**src/base64_vigenere_cipher_core_defines.svh**
```systemverilog
// Assertion macros shared by the cipher core.
`ifndef BASE64_VIGENERE_CIPHER_CORE_DEFINES_SVH
`define BASE64_VIGENERE_CIPHER_CORE_DEFINES_SVH

`ifndef ASSERT_OFF
`define B64VC_ASSERT_IMPL(label, clk_s, rstn_s, ante, cons) \
  label: assert property (@(posedge clk_s) disable iff (!rstn_s) (ante) |-> (cons)) \
    else $error("same-cycle check failed");
`define B64VC_ASSERT_NEXT(label, clk_s, rstn_s, ante, cons) \
  label: assert property (@(posedge clk_s) disable iff (!rstn_s) (ante) |=> (cons)) \
    else $error("next-cycle check failed");
`else
`define B64VC_ASSERT_IMPL(label, clk_s, rstn_s, ante, cons)
`define B64VC_ASSERT_NEXT(label, clk_s, rstn_s, ante, cons)
`endif

`endif

```
**src/b64vc_pkg.sv**
```systemverilog
package b64vc_pkg;

  // Configuration register indexes.
  localparam logic [1:0] CFG_MODE     = 2'd0;
  localparam logic [1:0] CFG_KEY_LEN  = 2'd1;
  localparam logic [1:0] CFG_KEY_LOW  = 2'd2;
  localparam logic [1:0] CFG_KEY_HIGH = 2'd3;

  localparam int unsigned DIGIT_W  = 6;
  localparam int unsigned KEY_LEN_W = 5;
  localparam int unsigned KEY_LOW_W  = 60;
  localparam int unsigned KEY_HIGH_W = 36;

  localparam logic [7:0] PAD_CHAR = 8'h3D;

  // Control from the byte path to the key schedule for one transfer.
  typedef struct packed {
    logic advance;
    logic first;
    logic pad;
  } key_ctl_t;

endpackage

```
**src/b64vc_map.sv**
```systemverilog
module b64vc_map (
  input  logic       mode,
  input  logic [5:0] digit,
  input  logic [7:0] char_in,
  output logic       pad,
  output logic [7:0] char_out
);

  logic       is_letter;
  logic [5:0] value;
  logic [5:0] shifted;

  assign pad = (char_in == b64vc_pkg::PAD_CHAR);

  always_comb begin
    is_letter = 1'b1;
    value     = 6'd0;
    if (char_in >= 8'h41 && char_in <= 8'h5A) begin
      value = 6'(char_in - 8'h41);
    end else if (char_in >= 8'h61 && char_in <= 8'h7A) begin
      value = 6'(char_in - 8'h47);
    end else if (char_in >= 8'h30 && char_in <= 8'h39) begin
      value = 6'(char_in + 8'h04);
    end else if (char_in == 8'h2B) begin
      value = 6'd62;
    end else if (char_in == 8'h2F) begin
      value = 6'd63;
    end else begin
      is_letter = 1'b0;
    end
  end

  // Six-bit arithmetic wraps modulo 64 on its own.
  assign shifted = mode ? (value - digit) : (value + digit);

  always_comb begin
    if (!is_letter) begin
      char_out = char_in;
    end else if (shifted < 6'd26) begin
      char_out = 8'h41 + {2'b00, shifted};
    end else if (shifted < 6'd52) begin
      char_out = 8'h47 + {2'b00, shifted};
    end else if (shifted < 6'd62) begin
      char_out = {2'b00, shifted} - 8'h04;
    end else if (shifted == 6'd62) begin
      char_out = 8'h2B;
    end else begin
      char_out = 8'h2F;
    end
  end

endmodule

```
**src/b64vc_keysched.sv**
```systemverilog
module b64vc_keysched #(
  parameter int unsigned KEY_MAX = 16
) (
  input  logic                                  clk,
  input  logic                                  rst_n,
  input  logic [b64vc_pkg::KEY_LEN_W-1:0]       key_length,
  input  logic [b64vc_pkg::KEY_LOW_W-1:0]       key_digits_low,
  input  logic [b64vc_pkg::KEY_HIGH_W-1:0]      key_digits_high,
  input  b64vc_pkg::key_ctl_t                   ctl,
  output logic [b64vc_pkg::DIGIT_W-1:0]         digit
);

  localparam int unsigned PW = (KEY_MAX > 1) ? $clog2(KEY_MAX) : 1;
  localparam int unsigned LW = b64vc_pkg::KEY_LEN_W;
  localparam int unsigned DW = b64vc_pkg::DIGIT_W;
  localparam int unsigned ALL_W = b64vc_pkg::KEY_LOW_W + b64vc_pkg::KEY_HIGH_W;

  logic [PW-1:0]    key_pos_r;
  logic [PW-1:0]    key_pos_nxt;
  logic [LW-1:0]    eff_len;
  logic [PW-1:0]    cur_pos;
  logic [PW-1:0]    use_pos;
  logic [LW-1:0]    next_wide;
  logic [PW-1:0]    next_pos;
  logic [ALL_W-1:0] all_digits;

  always_comb begin
    if (key_length == '0) begin
      eff_len = LW'(1);
    end else if (key_length > LW'(KEY_MAX)) begin
      eff_len = LW'(KEY_MAX);
    end else begin
      eff_len = key_length;
    end
  end

  // A first byte restarts the key; a stale position past the length uses digit 0.
  assign cur_pos   = ctl.first ? '0 : key_pos_r;
  assign use_pos   = (LW'(cur_pos) >= eff_len) ? '0 : cur_pos;
  assign next_wide = LW'(use_pos) + LW'(1);
  assign next_pos  = (next_wide >= eff_len) ? '0 : PW'(next_wide);

  assign all_digits = {key_digits_high, key_digits_low};
  assign digit      = all_digits[DW * 32'(use_pos) +: DW];

  always_comb begin
    key_pos_nxt = key_pos_r;
    if (ctl.advance) begin
      key_pos_nxt = ctl.pad ? cur_pos : next_pos;
    end
  end

  always_ff @(posedge clk) begin
    if (!rst_n) begin
      key_pos_r <= '0;
    end else begin
      key_pos_r <= key_pos_nxt;
    end
  end

endmodule

```
**src/base64_vigenere_cipher_core.sv**
```systemverilog
// Vigenere cipher over the base64 alphabet, one byte per transfer. Bytes enter an
// input register and leave through an output register; a result waits in the input
// register while the output register is stalled. The core sustains one byte per
// cycle while out_ready stays high: the key position register is updated once per
// byte as the byte moves from the input register to the output register. '=' passes
// unchanged and keeps the key position. Other bytes outside the alphabet pass
// unchanged but use up a key digit. in_first restarts the key at digit 0. Write
// configuration only while no byte is in flight.
`include "base64_vigenere_cipher_core_defines.svh"

module base64_vigenere_cipher_core #(
  parameter int unsigned KEY_MAX = 16
) (
  input  logic        clk,
  input  logic        rst_n,
  input  logic        cfg_we,
  input  logic [1:0]  cfg_index,
  input  logic [59:0] cfg_wdata,
  input  logic        in_valid,
  output logic        in_ready,
  input  logic [7:0]  in_char,
  input  logic        in_first,
  output logic        out_valid,
  input  logic        out_ready,
  output logic [7:0]  out_char
);

  localparam int unsigned LW = b64vc_pkg::KEY_LEN_W;

  logic                                mode_r;
  logic [LW-1:0]                       key_length_r;
  logic [b64vc_pkg::KEY_LOW_W-1:0]     key_digits_low_r;
  logic [b64vc_pkg::KEY_HIGH_W-1:0]    key_digits_high_r;

  logic       a_valid_r;
  logic [7:0] a_char_r;
  logic       a_first_r;
  logic       out_valid_r;
  logic [7:0] out_char_r;

  logic                           a_advance;
  logic                           pad;
  logic [7:0]                     mapped;
  logic [b64vc_pkg::DIGIT_W-1:0]  digit;
  b64vc_pkg::key_ctl_t            key_ctl;

  always_ff @(posedge clk) begin
    if (!rst_n) begin
      mode_r            <= 1'b0;
      key_length_r      <= LW'(1);
      key_digits_low_r  <= '0;
      key_digits_high_r <= '0;
    end else if (cfg_we) begin
      unique case (cfg_index)
        b64vc_pkg::CFG_MODE:     mode_r <= cfg_wdata[0];
        b64vc_pkg::CFG_KEY_LEN:  key_length_r <= cfg_wdata[LW-1:0];
        b64vc_pkg::CFG_KEY_LOW:  key_digits_low_r <= cfg_wdata;
        b64vc_pkg::CFG_KEY_HIGH: key_digits_high_r <= cfg_wdata[b64vc_pkg::KEY_HIGH_W-1:0];
        default: ;
      endcase
    end
  end

  // The input stage moves on whenever the output register is empty or drained.
  assign a_advance = a_valid_r && (!out_valid_r || out_ready);
  assign in_ready  = !a_valid_r || a_advance;

  always_ff @(posedge clk) begin
    if (!rst_n) begin
      a_valid_r <= 1'b0;
    end else if (in_ready) begin
      a_valid_r <= in_valid;
    end
  end

  always_ff @(posedge clk) begin
    if (in_valid && in_ready) begin
      a_char_r  <= in_char;
      a_first_r <= in_first;
    end
  end

  assign key_ctl.advance = a_advance;
  assign key_ctl.first   = a_first_r;
  assign key_ctl.pad     = pad;

  b64vc_keysched #(
    .KEY_MAX (KEY_MAX)
  ) u_keysched (
    .clk             (clk),
    .rst_n           (rst_n),
    .key_length      (key_length_r),
    .key_digits_low  (key_digits_low_r),
    .key_digits_high (key_digits_high_r),
    .ctl             (key_ctl),
    .digit           (digit)
  );

  b64vc_map u_map (
    .mode     (mode_r),
    .digit    (digit),
    .char_in  (a_char_r),
    .pad      (pad),
    .char_out (mapped)
  );

  always_ff @(posedge clk) begin
    if (!rst_n) begin
      out_valid_r <= 1'b0;
    end else if (!out_valid_r || out_ready) begin
      out_valid_r <= a_valid_r;
    end
  end

  always_ff @(posedge clk) begin
    if (a_advance) begin
      out_char_r <= mapped;
    end
  end

  assign out_valid = out_valid_r;
  assign out_char  = out_char_r;

  `B64VC_ASSERT_NEXT(a_move_fills_out, clk, rst_n, a_advance, out_valid)
  `B64VC_ASSERT_NEXT(pad_passes, clk, rst_n, a_advance && pad, out_char == b64vc_pkg::PAD_CHAR)
  `B64VC_ASSERT_IMPL(no_overrun, clk, rst_n, a_valid_r && out_valid_r && !out_ready, !in_ready)

endmodule
```
**config.mk**
```make
export PLATFORM = sky130hd
export DESIGN_NAME = base64_vigenere_cipher_core
export DESIGN_NICKNAME = d
export VERILOG_FILES = /design/src/b64vc_pkg.sv /design/src/b64vc_map.sv /design/src/b64vc_keysched.sv /design/src/base64_vigenere_cipher_core.sv
export VERILOG_INCLUDE_DIRS = /design/src /design/src/src
export SDC_FILE = /design/constraint.sdc
export NUM_CORES = 1
export LEC_CHECK = 0
export BUFFER_PORTS_ARGS = -buffer_cell sky130_fd_sc_hd__buf_2
export CAP_MARGIN = 40
export CORE_UTILIZATION = 53
export CTS_CLUSTER_SIZE = 16
export DETAILED_ROUTE_END_ITERATION = 16
export PLACE_DENSITY = 0.79
export SETUP_SLACK_MARGIN = 0.4
export SLEW_MARGIN = 20
export SYNTH_ARGS = -nofsm -noshare
export SYNTH_HDL_FRONTEND = slang
export SYNTH_SLANG_ARGS = --single-unit
```
**constraint.sdc**
```tcl
create_clock -name clk -period 6.1 [get_ports clk]
set_input_delay 0.61 -clock clk [delete_from_list [all_inputs] [get_ports clk]]
set_output_delay 0.61 -clock clk [all_outputs]
set_load 0.005 [all_outputs]
```
Word level (Yosys, flattened, before mapping):

Cells that the tools add are included.

* register bits after elaboration: 125
* latch bits: 0
* bits in writable memories: 0
* bits in read-only memories: 0
* bits of input ports: 76
* logic and storage cells: 77
* memories: 0

* add/subtract/negate cells: 9
* multipliers: 1
* div/mod/pow operators: 0
* order comparisons: 12
* eq/ne operators: 7
* shifts and indexed selects: 1
* mux-type cells: 22
* bitwise gates (word level): 0
* reduce and logical (&&, ||, !) cells: 15

Operator list (number)
* 96-bit by 8-bit variable part select with 6-bit output: 1
* 6-bit two-way mux: 6
* 8-bit two-way mux: 4
* 8-bit by 6-bit equality test with 1-bit output, second input constant: 3
* 7-bit by 6-bit adder with 8-bit output, first input constant: 2
* 8-bit by 7-bit greater-or-equal comparator with 1-bit output, second input constant: 2
* 8-bit by 7-bit less-or-equal comparator with 1-bit output, second input constant: 2
* 4-bit two-way mux: 4
* 6-bit < comparator, second input constant: 2
* 5-bit two-way mux: 2
* 8-bit by 6-bit greater-or-equal comparator with 1-bit output, second input constant: 1
* 8-bit by 6-bit less-or-equal comparator with 1-bit output, second input constant: 1
* 2-bit AND reduction: 4
* 6-bit by 3-bit subtractor with 7-bit output, second input constant: 1
* 6-bit by 3-bit adder with 6-bit output, second input constant: 1
* 6-bit adder: 1
* 6-bit equality test, second input constant: 1
* 6-bit by 5-bit < comparator with 1-bit output, second input constant: 1
* 2-bit by 4-bit multiplier with 6-bit output, first input constant: 1
* 6-bit by 1-bit subtractor with 6-bit output, second input constant: 1
* 6-bit by 3-bit subtractor with 6-bit output, second input constant: 1
* 6-bit subtractor: 1
* 4-bit by 1-bit adder with 5-bit output, second input constant: 1
* 4-bit by 5-bit greater-or-equal comparator with 1-bit output: 1
* 11 further kinds: 22

Longest topological paths before layout:

Gate-level depths: netlist of the first run.

* depth in word-level cells: 15
* depth in mapped cells: 30

By module:

Synthesis of the first run repeated with hierarchy kept, for this count alone.

* cells, all modules: 793
* area, all modules: 7080.5 um^2

Modules (own cells, without submodules)
* base64_vigenere_cipher_core: instances 1, cells an instance 426, area an instance 4486.8 um^2
* b64vc_keysched: instances 1, cells an instance 192, area an instance 1382.6 um^2
* b64vc_map: instances 1, cells an instance 175, area an instance 1211.2 um^2

Least setup slack after synthesis of the first run:

No wires, ideal clock.

* kind: flip-flop to flip-flop
* from: register a_first_r
* to: register out_char_r[2], in the netlist out_char[2] (data pin)
* setup time: 0.262 ns
* arrival: 5.602 ns
* required time: 5.838 ns
* setup slack: 0.236 ns
* cell stages (with the launch flop): 30
* path buffers: 4
* period minus slack after synthesis: 5.864 ns
* cells stage by stage: edfxtp_1 > nand2b_1 > buf_2 > inv_2 > clkbuf_1 > ha_1 > or3_4 > a211o_1 > and2_4 > inv_2 > mux2_2 > o211ai_1 > nand2_1 > inv_1 > ha_1 > a21oi_1 > ha_1 > a21o_1 > a21o_1 > xor2_1 > buf_1 > ha_1 > clkbuf_1 > a31oi_1 > nor2_1 > mux2i_1 > xnor2_1 > nor2_1 > a211oi_1 > a21oi_1

* cells in the longest elaborated chain, start to end: 13
* elaborated cells between the ends (all ways): 20

Ends and longest elaborated chain
* start: declaration: RTL line base64_vigenere_cipher_core.sv:37 `logic a_first_r;`
* start signal: assignment: RTL line base64_vigenere_cipher_core.sv:79 `a_first_r <= in_first;`
* 4-bit two-way mux *: RTL line b64vc_keysched.sv:38 `assign cur_pos = ctl.first ? '0 : key_pos_r;`
* 4-bit by 5-bit greater-or-equal comparator with 1-bit output: RTL line b64vc_keysched.sv:39 `assign use_pos = (LW'(cur_pos) >= eff_len) ? '0 : cur_pos;`
* 4-bit two-way mux *: RTL line b64vc_keysched.sv:39
* 2-bit by 4-bit multiplier with 6-bit output *: RTL line b64vc_keysched.sv:44 `assign digit = all_digits[DW * 32'(use_pos) +: DW];`
* 96-bit by 8-bit variable part select with 6-bit output *: RTL line b64vc_keysched.sv:44
* 6-bit adder / 6-bit subtractor (equally long branches): RTL line b64vc_map.sv:34 `assign shifted = mode ? (value - digit) : (value + digit);`
* 6-bit two-way mux *: RTL line b64vc_map.sv:34
* parallel branches: the longest is 4 deep, another holds 6-bit by 3-bit subtractor with 7-bit output
* 8-bit two-way mux *: RTL line b64vc_map.sv:39 `end else if (shifted < 6'd26) begin`
* 8-bit two-way mux *: RTL line b64vc_map.sv:37 `if (!is_letter) begin`
* net mapped[2]: RTL line base64_vigenere_cipher_core.sv:43 `logic [7:0] mapped;`
* end signal: assignment: RTL line base64_vigenere_cipher_core.sv:117 `out_char_r <= mapped;`
* end: declaration: RTL line base64_vigenere_cipher_core.sv:39 `logic [7:0] out_char_r;`

Mark *: on every way through the listed nets, which the timed path passes.
A chain may end at the register's enable or synchronous reset.

Worst setup path after layout of the first run:

Same ends and word-level chain as after synthesis.

==> results.md, run 1 <==
* Setup Skew at 0.00692 ns
* Initial antenna violation count at 0
* Area share of and/or/nand/nor cells after synthesis at 0.205
* Cell Chain, Critical Path: inv_2, nand2_2, inv_2, ha_1, or3_4, a21oi_4, o31ai_4, a2111oi_0, nor4_1, nor2_1, inv_1, ha_1, a21oi_2, buf_4, fa_1, a21o_1, a21oi_1, xor2_1, nor2_2, mux2i_1, xnor2_1, nor2_1, a211oi_1, a21oi_1
* CTS clock-pin slew for the worst setup and hold paths at 0.06 ns
* Number of routed nets with antenna violations at 0
* Ports at 86
* EDFF count, synth at 17
* Remaining DRCs at 0
* WP data required at 6.27 ns
* Worst vdd rail ir drop at 0.000183 V
* Cells after synthesis at 885
* Number of synthesized register bits at 125
* Initial drt markers at 547
* Most frequent cells in the layout: 238 x nand2_1, 108 x dfxtp_1, 96 x a21boi_0, 85 x buf_2, 39 x a21oi_1
* Internal power consumption at 1870 uW
* Post-detail-place hpwl at 14700 um
* Total Routing Usage GR at 0.304
* Clock sink count at 125
* Critical path launch point type: register
* Core area at 13300 um^2
* Hold WC Path Type: input pin to register
* Flop pwr share at 0.335
* Syn_area_per_cell at 8.17 um^2
* Logic gate share of total power at 0.269
* DRT Pass-1 Iters at 8
* CTS Hold Bufs at 0
* Slew Viols, Final at 0
* Via/cell ratio at 5.89
* Root Driver: clkbuf_16
* Mux cell area share after synthesis at 0.0379
* Post-synthesis adder-cell area fraction at 0.0478
* Pin count of the biggest net entering global routing at 109
* Final setup viols at 0
* Share of cells above drive strength 1 at 0.199
* Worst path slowest cell: a2111oi_0
* YS warnings at 0
* Pre-CTS setup slack at 0.424 ns
* RSZ-0062 raised after global routing: false
* Period utilisation layout at 0.892
* Number of port buffers at 85
* Max_cap viols at 0
* Gr ovfl total at 0
* Final setup margin at 0.659 ns
* Count of antenna diodes in the layout at 0
* Post-layout power at 2690 uW
* Sum Neg Setup Slack at 0 ns
* Hold Vio Cnt, Final at 0
* Crit path kind: register to register
* Starting density of the core at 0.544
* Minimum clock period at 5.44 ns
* Die H at 119 um
* Sw Pwr at 814 uW
* Final Core Density at 0.645
* Compound-Gate Fraction of Synth Area at 0.266
* Row Count at 42
* Fmax at 184 MHz
* Status: finished clean
* TritonCTS clock tree: yes
* CP arrival at 5.61 ns
* Share of synthesized registers carrying an async set or reset at 0
* Worst-path fanout max at 8
* Leakage power at 0.00331 uW
* Slowest stage delay, CP at 0.48 ns
* Vias at 6791
* Final Wtd Congestion at 0.978
* Relative slew slack at 0.508
* Routed WL per cell at 17.9 um
* CP endpoint kind: register
* Synth Area in XOR/XNOR at 0.0230
* Area growth from synthesis to layout at 18.7%
* Worst-Margin Slew at 0.738 ns
* Syn Nets at 988
* First-pass GRT wire length at 33100 um
* Seq/Total Area, Yosys at 0.370
* Nets at 1066
* Synth Flop Type: dfxtp_1
* Die width at 119 um
* Distinct cell type count after synthesis at 77
* Vias in the first global route at 6418
* Power share of the clock group at 0.396
* Maximum buffer depth of the clock tree at 2
* Mapped cell area at 7230 um^2
* Pwr Density at 313 nW/um^2
* Final wirelength at 20600 um
* Most common cell after layout, fill and taps aside: nand2_1
* H-tree levels at 4
* Inserted Clock Buffers at 17
* Sw Ratio at 0.303
* Main combinational cell family by area after synthesis: compound AO/OA/AOI/OAI gates
* Die ar. at 14100 um^2
* Latest clock arrival within the worst-skew pair at 0.42 ns
-- cell type report --
cell class | instances | area [um^2]
Tap cell | 176 | 220
Inverter | 33 | 124
Multi-Input combinational cell | 670 | 4230
Timing Repair Buffer | 116 | 702
Sequential cell | 125 | 2670
Clock inverter | 11 | 135
Fill cell | 1152 | 4720
Clock buffer | 21 | 493
-- final timing paths --
path / start / end / slack [ns] / depth (start not counted)
setup / recovery: a_first_r / out_char[2] / 0.66 / 24
hold / removal: in_char[5] / a_char_r[5] / 0.36 / 1
setup reg to reg: a_first_r / out_char[2] / 0.66 / 24
hold reg to reg: key_digits_high_r[7] / key_digits_high_r[7] / 0.46 / 2
-- synthesized netlist by cell type (6+ instances only) --
| library cell | count | share of area |
|---|---|---|
| o211ai_1 | 6 | 0.0062 |
| nor3_1 | 14 | 0.0097 |
| inv_2 | 6 | 0.0031 |
| mux2_2 | 6 | 0.0093 |
| buf_2 | 11 | 0.0076 |
| o31ai_1 | 8 | 0.0083 |
| xnor2_1 | 15 | 0.018 |
| clkbuf_1 | 43 | 0.022 |
| inv_1 | 27 | 0.014 |
| a31oi_1 | 6 | 0.0052 |
| edfxtp_1 | 17 | 0.071 |
| a21boi_0 | 96 | 0.10 |
| and3_1 | 9 | 0.0078 |
| dfxtp_1 | 108 | 0.30 |
| a211oi_1 | 8 | 0.0083 |
| nand2b_1 | 7 | 0.0061 |
| o21ai_0 | 14 | 0.0097 |
| nor2b_1 | 12 | 0.010 |
| a21oi_1 | 41 | 0.028 |
| nand3_1 | 15 | 0.010 |
| mux2i_1 | 15 | 0.021 |
| nor2_1 | 32 | 0.017 |
| nand2_1 | 239 | 0.12 |
| ha_1 | 26 | 0.045 |
-- state kept, by name (all words and copies together), names as in the netlist --
signal                cells
u_keysched.key_pos_r      4
a_valid_r                 1
out_valid                 1
key_length_r              5
a_char_r                  8
mode_r                    1
out_char                  8
key_digits_low_r         60
key_digits_high_r        36
a_first_r                 1
-- critical path, delay by kind of cell (launching register included) --
| kind | cells | cell delay [ns] |
|---|---|---|
| muxes | 1 | 0.27 |
| and+or+nand+nor | 6 | 1.18 |
| adders and majority gates | 3 | 0.89 |
| xor gates and xnor gates | 2 | 0.33 |
| buffers and inverters | 4 | 0.33 |
| DFF | 1 | 0.47 |
| AOI/OAI and AO/OA | 8 | 1.69 |
-- repair_timing --
item / 4_1_cts / 5_1_grt
buffers inserted: 0 / 5
endpoints found under the setup margin: 0 / 7
gates resized for setup: 0 / 7
-- per-layer routing --
metal	track usage	part of all wire	vias to the layer above
li1	-	-	3254
met1	0.386	0.42	3197
met2	0.473	0.46	287
met3	0.0782	0.077	53
met4	0.162	0.038	0
met5	0	0	-
-- through the flow --
stage / instance area (um^2) / instances / hold slack [ns]
6_report: 8580 / 1152 / 0.363
3_3_place_gp: 7820 / 1111 / 0.453
4_1_cts: 8480 / 1144 / 0.330
2_1_floorplan: 7230 / 885 / 0.439
3_5_place_dp: 7850 / 1112 / 0.459
5_1_grt: 8580 / 1152 / 0.346
-- power groups by stage --
stage	Clock [uW]	Combinational [uW]	Sequential, uW
after floorplan	0	509	907
after global placement	0	668	918
after detailed placement	0	677	918
after CTS	1080	681	900
after global routing	1110	794	905
final	1060	722	902
-- logic make-up after synthesis --
family | after synthesis
buffers and inverters | 90
xor gates and xnor gates | 19
DFF | 125
adders and majority gates | 27
and+or+nand+nor | 346
muxes | 24
AOI/OAI and AO/OA | 254
Power figures use the tool's default switching activity.
==> inputs of run 2 (changes only) <==
--- a/config.mk
+++ b/config.mk
@@ -16,4 +16,5 @@
 export SLEW_MARGIN = 20
 export SYNTH_ARGS = -nofsm -noshare
 export SYNTH_HDL_FRONTEND = slang
+export SYNTH_HIERARCHICAL = 1
 export SYNTH_SLANG_ARGS = --single-unit
==> run 2 against run 1 <==
Effect of this change: sequential power about the same; largest cell class unchanged; synthesized cell count down 10%; register-to-register slack worse by 0.04 ns; critical path depth down 1; clock skew up 0.00099 ns; non-clock buffer count down 8; via count down 9.3%; clock-buffer cell count down 1; cell count down 8.2%.
==> results.md, run 2 <==
* Syn Nets at 897 (-9.2%)
* Design area at 8290 um^2 (-3.3%)
* Die ar. at 13800 um^2 (-2.0%)
* Latest clock arrival within the worst-skew pair at 0.42 ns (about the same)
* Core area at 12800 um^2 (-3.5%)
* Root Driver: clkbuf_16
* Hold Startpoint: in_char[3]
* Setup Skew at 0.00792 ns (+0.000994 ns)
* Slew Viols, Final at 0 (unchanged)
* H-tree levels at 4 (unchanged)
* Remaining DRCs at 0 (unchanged)
* Post-synth top area cell: dfxtp_1
* Placed Instance Area at 7540 um^2 (-3.9%)
* GRT busiest layer: met2
* Grt met2 use at 0.438 (-0.0355)
* Synth Flop Type: dfxtp_1
* TritonCTS clock tree: yes
* R2R Path Start: a_first_r
* Most frequent cells in the layout: 200 x nand2_1, 107 x mux2i_1, 107 x dfxtp_1, 85 x buf_2, 36 x nor2_1
* Top-count cell post-synth: nand2_1
* CTS clock-pin slew for the worst setup and hold paths at 0.06 ns (about the same)
* Max reg flops at 60 (unchanged)
* Gr ovfl total at 0 (unchanged)
* Slowest stage delay, CP at 0.44 ns (-0.04 ns)
* Number of routed nets with antenna violations at 0 (unchanged)
* Die width at 118 um (-1.0%)
* Ports at 86 (unchanged)
* Post-route insts no fill at 1057 (-8.2%)
* Final Wtd Congestion at 0.950 (-2.8%)
* Via/cell ratio at 5.83 (-1.2%)
* Top reg by flops: key_digits_low_r
* Dpl cells at 1018 (-8.5%)
* Routed WL per cell at 16.8 um (-5.9%)
* Vias in the first global route at 5821 (-9.3%)
* Area occupied by multi-input gates at 4130 um^2 (-2.4%)
* Status: finished clean
* Clock sink count at 125 (unchanged)
* Post-synth top cells: 200 x nand2_1, 108 x dfxtp_1, 107 x mux2i_1
* Pin count of the biggest net entering global routing at 89 (-18%)
* CP startpoint: a_first_r
* Hold WC Path Type: input pin to register
* Row Count at 41 (-2.4%)
* EDFF count, synth at 17 (unchanged)
* DRT Pass-1 Iters at 8 (unchanged)
* Maximum buffer depth of the clock tree at 2 (unchanged)
* Register area at 2670 um^2 (about the same)
* Total Routing Usage GR at 0.260 (-0.0442)
* Inserted Clock Buffers at 17 (unchanged)
* Final setup viols at 0 (unchanged)
* Max_cap viols at 0 (unchanged)
* Syn_area_per_cell at 8.93 um^2 (+9.3%)
* Power share of the clock group at 0.386 (-0.010)
* Count of antenna diodes in the layout at 0 (unchanged)
* Minimum clock period at 5.48 ns (+0.0403 ns)
* Met1 global-route usage at 0.316 (-0.0704)
* Relative slew slack at 0.423 (-0.0856)
* Hold Vio Cnt, Final at 0 (unchanged)
* RSZ-0062 raised after global routing: false
* Share of cells above drive strength 1 at 0.206 (+0.00688)
* Number of synthesized register bits at 125 (unchanged)
* Post-detail-place hpwl at 12300 um (-16%)
* Vias at 6159 (-9.3%)
* Pwr Density at 309 nW/um^2 (-1.4%)
* Critical path launch point type: register
* CP endpoint kind: register
* First-pass GRT wire length at 28700 um (-13%)
* Worst-Margin Slew at 0.860 ns (+0.122 ns)
* Post-synth top area share at 0.305 (+0.00619)
* Seq/Total Area, Yosys at 0.377 (+0.00765)
* Sw Pwr at 791 uW (-2.8%)
* Crit path kind: register to register
* Largest cells by area after synthesis: dfxtp_1 31%, mux2i_1 15%, nand2_1 11%, edfxtp_1 7.2%, ha_1 4.8%
* M3 GR Usage at 0.0620 (-0.0162)
* Sw Ratio at 0.309 (+0.00607)
* Cells after synthesis at 793 (-10%)
* Share of synthesized registers carrying an async set or reset at 0 (unchanged)
* Internal power consumption at 1770 uW (-5.5%)
* Worst-path fanout max at 11 (+3)
* YS warnings at 6 (+6)
* Sum Neg Setup Slack at 0 ns (unchanged)
* Most common cell after layout, fill and taps aside: nand2_1
* WP data required at 6.37 ns (+0.10 ns)
* Filler cells at 1071 (-7.0%)
* Initial drt markers at 755 (+38%)
* Cell Chain, Critical Path: buf_6, nor2b_4, ha_1, a21o_1, a31o_2, and2_1, or2_4, a221o_2, a32o_2, inv_1, ha_1, mux2_2, inv_1, ha_1, nor2b_1, o31ai_2, a21oi_2, xnor2_1, xnor2_2, o21a_2, a21oi_1, a22o_1, a21oi_1
* Initial antenna violation count at 0 (unchanged)
* CTS Hold Bufs at 0 (unchanged)
* CP dominant cell by count: ha_1
* Period utilisation layout at 0.899 (+0.00661)
* Regs by FF count: key_digits_low_r (60), key_digits_high_r (36)
* Logic gate share of total power at 0.261 (-0.008)
* Nets at 977 (-8.3%)
* Fmax at 182 MHz (-0.74%)
* Distinct cell type count after synthesis at 77 (unchanged)
* CP arrival at 5.75 ns (+0.14 ns)
* Starting density of the core at 0.552 (+0.00853)
* Area growth from synthesis to layout at 17.1%
* Number of port buffers at 85 (unchanged)
* Leakage power at 0.00347 uW (+4.9%)
* Flop pwr share at 0.353 (+0.018)
* Worst path slowest cell: edfxtp_1
* Mapped cell area at 7080 um^2 (-2.0%)
* Worst vdd rail ir drop at 0.000206 V (+13%)
* Final wirelength at 17800 um (-14%)
* Die H at 118 um (-1.0%)
## run 2: changes by cell type after synthesis, sizes merged, moves of 8 or more
cell,before,now
a21boi,97,2
mux2i,15,107
nand2,239,202
clkbuf,43,10
buf,14,37
inv,33,17
nand3,15,3
o31ai,12,3
a21oi,43,35
## run 2: layout make-up
cell class | count | share of cell area
inverter | 18 | 0.00845
clock buffer | 20 | 0.0576
clock inverter | 11 | 0.0125
tap | 172 | 0.0260
sequential | 125 | 0.322
multi-input combinational | 603 | 0.498
timing repair buffer | 108 | 0.0754
## run 2: power by group through the flow
| stage | combinational (uW) | sequential (uW) | clock, uW |
|---|---|---|---|
| after floorplan | 466 | 908 | 0 |
| final | 668 | 904 | 990 |
| after global routing | 724 | 908 | 1040 |
| after detailed placement | 590 | 920 | 0 |
| after global placement | 577 | 919 | 0 |
| after CTS | 606 | 903 | 998 |
## run 2: worst paths after layout
path	to	slack, ns	cells past startpoint
hold / removal	a_char_r[3]	0.36	1
setup reg to reg	out_char[4]	0.62	23
setup / recovery	out_char[4]	0.62	23
hold reg to reg	key_digits_high_r[26]	0.46	2
## run 2: worst max-delay path: cells and delay by family (launching register included)
family,cells,cell delay (ns)
XOR/XNOR,2,0.60
flip-flops,1,0.44
AO/OA/AOI/OAI,10,2.26
adder cells (fa/ha/maj),3,0.70
multiplexers,1,0.29
AND/OR/NAND/NOR,4,0.72
buffers and inverters,3,0.31
## run 2: repair_timing
| action | in CTS | in global routing |
|---|---|---|
| pin swaps | 0 | 4 |
| gates cloned | 0 | 0 |
| setup buffers | 0 | 6 |
| gates resized for setup | 2 | 20 |
| setup endpoints to repair | 4 | 7 |
## run 2: through the flow
step | setup WS [ns] | total power (uW) | hold WS [ns] | util
floorplan | 0.443 | 1370 | 0.430 | -
global placement | 0.520 | 1500 | 0.443 | 0.587
detailed placement | 0.322 | 1510 | 0.449 | 0.588
CTS | 0.441 | 2510 | 0.347 | 0.635
global route | 0.382 | 2670 | 0.352 | 0.647
finish | 0.619 | 2560 | 0.361 | 0.647
## run 2: logic make-up after synthesis
family                   Yosys count  synth area share
buffers and inverters             65            0.0520
XOR/XNOR                          14            0.0173
multiplexers                     114             0.162
AO/OA/AOI/OAI                    143             0.147
AND/OR/NAND/NOR                  304             0.193
flip-flops                       125             0.377
adder cells (fa/ha/maj)           28            0.0505
## run 2: per-layer routing
layer	share of wire	wire [um]	up-vias
met4	0.030	532	0
met1	0.42	7490	2890
met5	0	0	-
met2	0.49	8740	228
li1	-	-	2997
met3	0.057	1020	44
==> inputs of run 3 (changes only) <==
--- a/config.mk
+++ b/config.mk
@@ -8,10 +8,10 @@
 export LEC_CHECK = 0
 export BUFFER_PORTS_ARGS = -buffer_cell sky130_fd_sc_hd__buf_2
 export CAP_MARGIN = 40
-export CORE_UTILIZATION = 53
+export CORE_UTILIZATION = 45
 export CTS_CLUSTER_SIZE = 16
 export DETAILED_ROUTE_END_ITERATION = 16
-export PLACE_DENSITY = 0.79
+export PLACE_DENSITY = 0.66
 export SETUP_SLACK_MARGIN = 0.4
 export SLEW_MARGIN = 20
 export SYNTH_ARGS = -nofsm -noshare
==> constraint.sdc (replaced) <==
create_clock -name clk -period 5.21 [get_ports clk]
set_input_delay 0.521 -clock clk [delete_from_list [all_inputs] [get_ports clk]]
set_output_delay 0.521 -clock clk [all_outputs]
set_load 0.005 [all_outputs]
==> run 3 against run 2 <==
Effect of this change: cell count is 5.8% higher; combinational power is 36% higher; sequential cell count stayed put; sequential share of layout area is 1.3 points lower; critical path depth is 1 lower; core utilization is 7.9 points lower; global-route usage is 2.4 points lower; critical path type unchanged; critical endpoint is now out_char[1]; largest power group unchanged.
==> results.md, run 3 (same netlist as run 2, synthesis figures left out) <==
* DRT Pass-1 Iters at 5 (-3)
* Core area at 15300 um^2 (+19%)
* Relative slew slack at 0.555 (+0.132)
* Worst-path fanout max at 5 (-6)
* Count of antenna diodes in the layout at 0 (unchanged)
* Area growth from synthesis to layout at 22.2%
* Inserted Clock Buffers at 17 (unchanged)
* Sw Pwr at 964 uW (+22%)
* CP endpoint kind: register
* Sum Neg Setup Slack at 0 ns (unchanged)
* Number of routed nets with antenna violations at 0 (unchanged)
* Setup Skew at 0.00846 ns (+0.000538 ns)
* Status: finished clean
* Final setup viols at 0 (unchanged)
* Initial antenna violation count at 0 (unchanged)
* Max reg flops at 60 (unchanged)
* Capture point of the worst reg-to-reg path: out_char[1]
* Power share of the clock group at 0.359 (-0.027)
* Minimum clock period at 4.96 ns (-0.525 ns)
* CTS clock-pin slew for the worst setup and hold paths at 0.06 ns (about the same)
* First-pass GRT wire length at 29700 um (+3.4%)
* Hold Startpoint: in_char[3]
* Maximum buffer depth of the clock tree at 2 (unchanged)
* Root Driver: clkbuf_16
* Internal power consumption at 2110 uW (+19%)
* Register area at 2680 um^2 (about the same)
* Period utilisation layout at 0.951 (+0.0527)
* Vias at 6143 (-0.26%)
* Gr ovfl total at 0 (unchanged)
* Remaining DRCs at 0 (unchanged)
* Worst vdd rail ir drop at 0.000269 V (+31%)
* Filler cells at 1386 (+29%)
* Via/cell ratio at 5.49 (-5.7%)
* Max_cap viols at 0 (unchanged)
* Hold Vio Cnt, Final at 0 (unchanged)
* Final setup margin at 0.254 ns (-0.365 ns)
* Row Count at 45 (+9.8%)
* Logic gate share of total power at 0.297 (+0.036)
* Pwr Density at 355 nW/um^2 (+15%)
* Share of cells above drive strength 1 at 0.251 (+0.0457)
* Critical path launch point type: register
* Cells on worst reg2reg path at 22 (-4.3%)
* Die width at 127 um (+8.4%)
* Clock sink count at 125 (unchanged)
* WHS Path Cells at 1 (unchanged)
* Pre-CTS setup slack at 0.0344 ns (-0.287 ns)
* Initial drt markers at 393 (-48%)
* Worst path slowest cell: edfxtp_1
* CP bufs+invs at 3 (unchanged)
* Post-detail-place hpwl at 13800 um (+12%)
* Number of port buffers at 85 (unchanged)
* Slowest stage delay, CP at 0.51 ns (+0.07 ns)
* Nets at 999 (+2.3%)
* Most frequent cells in the layout: 200 x nand2_1, 107 x mux2i_1, 106 x dfxtp_1, 84 x buf_2, 42 x buf_4
* Most common cell after layout, fill and taps aside: nand2_1
* Hold WC Path Type: input pin to register
* Cell Chain, Critical Path: nor2b_2, ha_1, a21o_1, a31o_4, and2_4, or2_4, a221o_2, a32o_2, inv_2, ha_4, mux2_4, inv_4, ha_4, nor2b_4, o31ai_4, a21boi_4, buf_6, nor2_1, nor3_4, mux2i_1, mux2i_1, a21oi_1
* Latest clock arrival within the worst-skew pair at 0.43 ns (about the same)
* Fmax at 202 MHz (+11%)
* Top reg by flops: key_digits_low_r
* Sw Ratio at 0.314 (+0.00524)
* Ports at 86 (unchanged)
* Worst-Margin Slew at 0.661 ns (-0.199 ns)
* Starting density of the core at 0.464 (-0.0881)
* Area occupied by multi-input gates at 4290 um^2 (+4.0%)
* WP data required at 5.37 ns (-1.00 ns)
* Routed WL per cell at 16.7 um (-0.67%)
* Worst reg-to-reg setup slack at 0.25 ns (-0.36 ns)
* R2R Path Start: a_first_r
* CP arrival at 5.11 ns (-0.64 ns)
* Die H at 127 um (+8.4%)
* Leakage power at 0.00363 uW (+4.4%)
* H-tree levels at 4 (unchanged)
* TritonCTS clock tree: yes
* Hold worst-path end: a_char_r[3]
* Vias in the first global route at 5828 (+0.12%)
* Final wirelength at 18700 um (+5.1%)
* Pin count of the biggest net entering global routing at 91 (+2.2%)
* Crit path kind: register to register
* Regs by FF count: key_digits_low_r (60), key_digits_high_r (36)
* Die ar. at 16200 um^2 (+17%)
* Slew Viols, Final at 0 (unchanged)
* RSZ-0062 raised after global routing: true
* Flop pwr share at 0.344 (-0.009)
* CP delay by family, top: compound AO/OA/AOI/OAI gates
* Total Routing Usage GR at 0.236 (-0.0242)
* Final Wtd Congestion at 0.900 (-5.3%)
[run 3: cell type report]
type,instances,share of cell area
sequential,125,0.309
timing repair buffer,130,0.0931
clock buffer,17,0.0492
multi-input combinational,603,0.496
inverter,18,0.00867
clock inverter,14,0.0137
tap,211,0.0305
[run 3: worst max-delay path by stage]
stage	from	endpoint	slack [ns]	cells after the start
5_1_grt	a_first_r	out_char[2]	0.02	22
6_report	a_first_r	out_char[1]	0.25	22
3_3_place_gp	key_length_r[1]	out_char[3]	0.12	24
2_1_floorplan	a_first_r	out_char[3]	0.15	26
3_5_place_dp	key_length_r[1]	out_char[3]	0.03	24
4_1_cts	key_length_r[1]	out_char[1]	0.27	23
[run 3: what timing repair did]
item / CTS / global route
hold buffers: 0 / 0
gates resized for setup: 15 / 20
cloned: 0 / 0
setup endpoints to repair: 7 / 7
setup buffers: 4 / 5
pin swaps: 8 / 9
[run 3: stage by stage]
stage	hold slack, ns	utilization	std cells	power (uW)	area, um^2
6_report	0.272	0.567	1118	3070	8650
5_1_grt	0.253	0.567	1118	3210	8650
4_1_cts	0.256	0.557	1112	3020	8500
3_5_place_dp	0.451	0.516	1077	1870	7870
3_3_place_gp	0.443	0.515	1076	1870	7860
2_1_floorplan	0.430	-	793	1660	7200
[run 3: routing by layer]
| metal | track usage | vias up | wire length (um) |
|---|---|---|---|
| li1 | - | 3050 | - |
| met1 | 0.309 | 2877 | 8610 |
| met2 | 0.376 | 181 | 8630 |
| met3 | 0.0465 | 35 | 931 |
| met4 | 0.106 | 0 | 518 |
| met5 | 0 | - | 0 |
[run 3: power groups by stage]
stage                     logic, uW  registers [uW]  clock network [uW]
after floorplan                 600            1060                   0
final                           910            1060                1100
after detailed placement        790            1070                   0
after global placement          793            1080                   0
after CTS                       847            1060                1120
after global routing            987            1060                1160
[run 3: worst register-to-register path, delay by kind of cell, from the launching register on]
family	cells	cell delay [ns]
AOI/OAI and AO/OA	7	1.66
adders and majority gates	3	0.62
buffers and inverters	3	0.28
DFF	1	0.51
muxes	3	0.54
and+or+nand+nor	6	1.09
